==> src/rtl/fspa_pkg.sv <==
// shared constants, codes and types of the fixed slot pool allocator
package fspa_pkg;

  localparam int unsigned SLOTS         = 1024;
  localparam int unsigned OBJECT_BYTES  = 64;
  localparam int unsigned TABLE_ENTRIES = 65536;
  localparam int unsigned POINTER_BYTES = 4;

  localparam int unsigned SLOT_W    = 11;
  localparam int unsigned IDX_W     = $clog2(SLOTS);
  localparam int unsigned OBJ_SHIFT = $clog2(OBJECT_BYTES);
  localparam int unsigned WORD_W    = SLOT_W + 1;

  localparam int unsigned IN_DATA_W  = 112;
  localparam int unsigned OUT_DATA_W = 48;
  localparam int unsigned FUNC_W     = 3;

  localparam logic [31:0] POOL_SPAN    = 32'(SLOTS * OBJECT_BYTES);
  localparam logic [31:0] OBJ_MASK     = 32'(OBJECT_BYTES - 1);
  localparam logic [31:0] TABLE_STRIDE = 32'(TABLE_ENTRIES * POINTER_BYTES);
  localparam logic [32:0] ENTRY_LIMIT  = 33'(TABLE_ENTRIES);
  localparam logic [SLOT_W-1:0] SLOT_NONE = SLOT_W'(SLOTS);

  localparam logic CFG_POOL_BASE  = 1'b0;
  localparam logic CFG_TABLE_BASE = 1'b1;

  typedef enum logic [FUNC_W-1:0] {
    FN_CLEAR   = 3'd0,
    FN_TAKE    = 3'd1,
    FN_GIVE    = 3'd2,
    FN_LOOKUP  = 3'd3,
    FN_RELEASE = 3'd4
  } func_t;

  typedef enum logic [1:0] {
    ST_IDLE,
    ST_EXEC,
    ST_CLEAR
  } state_t;

  typedef struct packed {
    logic load;
    logic exec;
    logic sweep;
  } dp_cmd_t;

  typedef struct packed {
    logic in_clear;
    logic out_free;
    logic sweep_last;
  } dp_status_t;

endpackage

==> src/rtl/fspa_ctrl.sv <==
// controller state machine of the fixed slot pool allocator
module fspa_ctrl (
  input  logic                 clk,
  input  logic                 rst,
  input  logic                 s_tvalid,
  output logic                 s_tready,
  input  fspa_pkg::dp_status_t status,
  output fspa_pkg::dp_cmd_t    cmd
);

  fspa_pkg::state_t state, state_next;

  always_ff @(posedge clk) begin
    if (rst) begin
      state <= fspa_pkg::ST_IDLE;
    end else begin
      state <= state_next;
    end
  end

  always_comb begin
    state_next = state;
    case (state)
      fspa_pkg::ST_IDLE: begin
        if (s_tvalid) begin
          state_next = status.in_clear ? fspa_pkg::ST_CLEAR : fspa_pkg::ST_EXEC;
        end
      end
      fspa_pkg::ST_EXEC: begin
        if (status.out_free) begin
          state_next = fspa_pkg::ST_IDLE;
        end
      end
      fspa_pkg::ST_CLEAR: begin
        if (status.sweep_last) begin
          state_next = fspa_pkg::ST_EXEC;
        end
      end
      default: state_next = fspa_pkg::ST_IDLE;
    endcase
  end

  always_comb begin
    s_tready  = 1'b0;
    cmd       = '0;
    case (state)
      fspa_pkg::ST_IDLE: begin
        s_tready = 1'b1;
        cmd.load = s_tvalid;
      end
      fspa_pkg::ST_EXEC: begin
        cmd.exec = status.out_free;
      end
      fspa_pkg::ST_CLEAR: begin
        cmd.sweep = 1'b1;
      end
      default: begin
        s_tready = 1'b0;
      end
    endcase
  end

endmodule

==> config.mk <==
export PLATFORM = sky130hd
export DESIGN_NAME = fspa_ctrl
export DESIGN_NICKNAME = d
export VERILOG_FILES = /design/src/rtl/fspa_pkg.sv /design/src/rtl/fspa_ctrl.sv
export SDC_FILE = /design/constraint.sdc
export NUM_CORES = 1
export LEC_CHECK = 0
export ABC_AREA = 1
export BUFFER_PORTS_ARGS = -buffer_cell sky130_fd_sc_hd__buf_2
export CORE_AREA = 2 2 39 41
export DETAILED_ROUTE_END_ITERATION = 8
export DIE_AREA = 0 0 41 43
export GPL_TIMING_DRIVEN = 0
export PLACE_DENSITY_LB_ADDON = 0.15
export SLEW_MARGIN = 10
export SYNTH_ARGS = -nofsm -noshare
export SYNTH_HDL_FRONTEND = slang
export SYNTH_SLANG_ARGS = --single-unit
==> constraint.sdc <==
create_clock -name clk -period 1.1 [get_ports clk]
set_input_delay 0.055 -clock clk [delete_from_list [all_inputs] [get_ports clk]]
set_output_delay 0.055 -clock clk [all_outputs]
set_load 0.03 [all_outputs]
==> results.md <==
- In this run the horizontal extent of the chip is 41 µm.
- The total overflow left after global routing is 0.
- Per report_power, the combinational group accounts for 31.5% of the total.
- The number of port buffers is 9.
- The area share of xor/xnor cells in the synthesized design is 0%.
- The launching point of the worst reg2reg path is state[0]$_SDFFE_PP0P_.
- The final critical delay including setup and external delays is 1.06 ns.
- The via count of the routed design is 184.
- Once routing completed, OpenROAD measured the worst setup slack at 0.0358 ns.
- For this run, the slowest stage of the critical path takes 0.36 ns.
- The clock-pin slew on the worst setup and hold paths is 0.03 ns.
- The tree built by TritonCTS fans out to 2 sinks.
- In the final layout, the registers with the most flip-flops are state (2).
- The register bit count reported by yosys is 2.
- The worst-margin pin slew is 0.140 ns.
- For this design, the slowest cell found on the critical path is sky130_fd_sc_hd__dfxtp_1.
- Walking the worst path, the cells encountered are inv_2 > nor3_2 > clkbuf_4.
- Counting flops with a built-in enable in the synthesized netlist gives 0.
- Entering global routing, the biggest net connects 7 pins.
- The number of nets handed over by synthesis was 30.
- After routing, the total negative slack on setup checks comes to 0 ns.
- Ranked by total cell area, the synthesized netlist is headed by sky130_fd_sc_hd__dfxtp_1 27%, sky130_fd_sc_hd__inv_1 15%, sky130_fd_sc_hd__nand2_1 13%.
- At the worst endpoint, the required time is 1.04 ns.
- Detailed placement ended at an HPWL of 307 µm.
- With fillers left out, the area of the finished cells amounts to 245 µm².
- The type of the worst setup path is reg -> out.
- Clock skew on the completed layout was measured at 0.00262 ns.
- The initial antenna violation count came to 0.
- The cell family contributing the most delay on the critical path is flip-flops.
- The post-detailed-route count of antenna-violating nets is 0.
- Summed over all cells, the static leakage comes to 0.140 nW.
- For the worst-skew pair, the clock arrives at the later sink with an insertion delay of 0.22 ns.
- The number of hold violations in the final report came to 0.
- The die span in y is 43 µm.
- The number of different library cells in the post-synthesis netlist is 11.
- Of the total power, registers draw 24.7%.
- Derived from the worst setup path, the maximum achievable clock frequency is 940 MHz.
- The H-tree depth is 1.
- The repair_antennas step left the layout with diodes totalling 0.
- The worst setup path is captured at an output port.
- The startpoint type of the worst setup path is a register.
- The flow ran to the end, and the final reports show no timing, DRC or antenna violations.
- The part of the Yosys area used for sequential elements is 26.9%.
- The global-route total usage across every layer is 5.61%.
- The area growth from synthesis to layout is 64.7%.
- The floorplan step defined a die boundary enclosing 1760 µm².
- The floorplan has 14 rows.
- The net count reported at finish is 44.
- The maximum ir drop on the vdd rail is 0.200 mV.
- In the synthesized netlist, mux cells make up 0% of the area.
- Setup repair after global routing left no endpoint under its margin.
- The via count of the first global-routing pass was 169.
- The fraction of final layout cells with drive strength greater than 1 is 55.6%.
- The clock passes through at most 2 buffers.
- The area of the placeable core is 1380 µm².
- The critical path starts at state[0]$_SDFFE_PP0P_.
- The adder and majority gate portion of the synthesized area is 0%.
- The cell with the most instances after synthesis is sky130_fd_sc_hd__inv_1.
- In the synthesized netlist the dominant register cell turns out to be sky130_fd_sc_hd__dfxtp_1.
- The number of top-level pins is 10.
- Ranked by instance count, the synthesized netlist is headed by 6 x sky130_fd_sc_hd__inv_1, 5 x sky130_fd_sc_hd__nand2_1.
- In the synthesized netlist the async set-or-reset flop fraction comes to 0%.
- The synthesized area divided by synthesized cell count is 6.20 µm².
- For this block, the routed nets add up to 391 µm of wire.
- The classification of the worst-slack hold path is in -> reg.
- The number of cells produced by synthesis is 24.
- Of the total power, the share spent switching nets is 34.5%.
- The switching power total is 0.000127 W.
- Along the worst path, the maximum fanout reaches 5.
- The via density per instance is 3.54.
- The congestion estimate from routability-driven global placement came to 0.581.
- The overall power consumption is 0.000369 W.
- Data arrives at the worst endpoint at 1.01 ns.
- The number of buffers and inverters on the critical path is 2.
- The worst path uses 96.7% of the clock period.
- In this run the power density over the cells is 1500 nW/µm².
- In this run the cell area measured after placement is 219 µm².
- The number of detailed-routing iterations run before antenna repair is 1.
- The final routed wire length divided by cell count is 7.52 µm.
- OpenSTA, run right after detailed placement, puts the worst setup slack at 0.212 ns.
- In this run the tightest slew margin relative to its limit is 90.6%.
- The combinational family with the most area after synthesis is simple AND/OR/NAND/NOR gates.
- The final number of setup-violating endpoints is 0.
- The first global-routing pass estimated 579 µm of wire.
- The CTS tree is done.
- In this run the cell area of the synthesized design comes to 149 µm².
- The number of warning messages in the yosys log is 0.
- After synthesis, the largest area contributor takes up 26.9% of total cell area.
- The register with the most flip-flops in the layout has 2 of them.
- The number of setup buffers added after CTS is 0.
- In the routed design, unresolved DRC markers number 0.
- On the final layout, the worst hold slack is 0.0134 ns.
- The count of pins over their slew limit is 0.
- The tool flagged a number of max-cap violations equal to 0.
- After Yosys synthesis, and, or, nand and nor cells account for 43.7% of the synthesized area.
- Internal power comes to 0.000242 W.
- Clock tree synthesis selected as its root buffer the cell sky130_fd_sc_hd__clkbuf_4.
- The library cell occupying the most area in the post-synthesis netlist is sky130_fd_sc_hd__dfxtp_1.
- The share of total power dissipated in the clock network is 43.8%.
- The compound-cell area share of the yosys netlist is 11.8%.
- The number of design-rule violations left by the first detailed-router iteration is 0.
- The startpoint identified for the worst hold timing path is rst.
- The starting utilization of the core area is 10.8%.
- TritonCTS created 3 clock buffers.
- The top register by number of flip-flops is state.
## final timing paths
kind,endpoint,slack [ns],cells past startpoint
worst min register to register,state[1]$_SDFFE_PP0P_,0.58,2
worst min-delay path,state[0]$_SDFFE_PP0P_,0.01,2
worst max-delay path,cmd[1],0.04,3
worst max register to register,state[1]$_SDFFE_PP0P_,0.25,5
## timing repair
action,4_1_cts,5_1_grt
hold buffers,0,0
endpoints found under the setup margin,0,3
gates resized for setup,0,2
## cell type report
| type | count | area [µm²] |
|---|---|---|
| Fill cell | 178 | 1140 |
| Multi-Input combinational cell | 15 | 87.6 |
| Timing Repair Buffer | 9 | 47.5 |
| Sequential cell | 2 | 41.3 |
| Inverter | 7 | 26.3 |
| Clock buffer | 3 | 22.5 |
| Tap cell | 16 | 20.0 |
## per-layer routing
layer  global-route usage (%)  part of all wire (%)
met1                     4.14                    36
met3                     3.14                    10
met2                     7.81                    51
met5                        0                     0
met4                     8.00                   2.0
## logic make-up after synthesis
family / Yosys count
and+or+nand+nor: 13
DFF: 2
AOI/OAI and AO/OA: 2
buffers and inverters: 7
## stage by stage
step	utilization [%]	cells
floorplan	-	24
global placement	15.8	49
detailed placement	15.8	49
CTS	17.5	52
global route	17.7	52
finish	17.7	52
## power by group through the flow
stage | Sequential [W] | Clock, W | Combinational, W
after floorplan | 0.0000897 | 0 | 0.0000853
after global placement | 0.0000927 | 0 | 0.000118
after detailed placement | 0.0000919 | 0 | 0.000116
after CTS | 0.0000909 | 0.000170 | 0.000117
after global routing | 0.0000925 | 0.000171 | 0.000127
final | 0.0000911 | 0.000161 | 0.000116
## layout by cell type, fill, tap and decap left out, drive strengths merged
master and count:
nand3 3, nor2 2, a21oi 2, nor3 2, dfxtp 2, nand2 6, inv 7, clkbuf 4
buf 8
(Power assumes the default switching activity.)
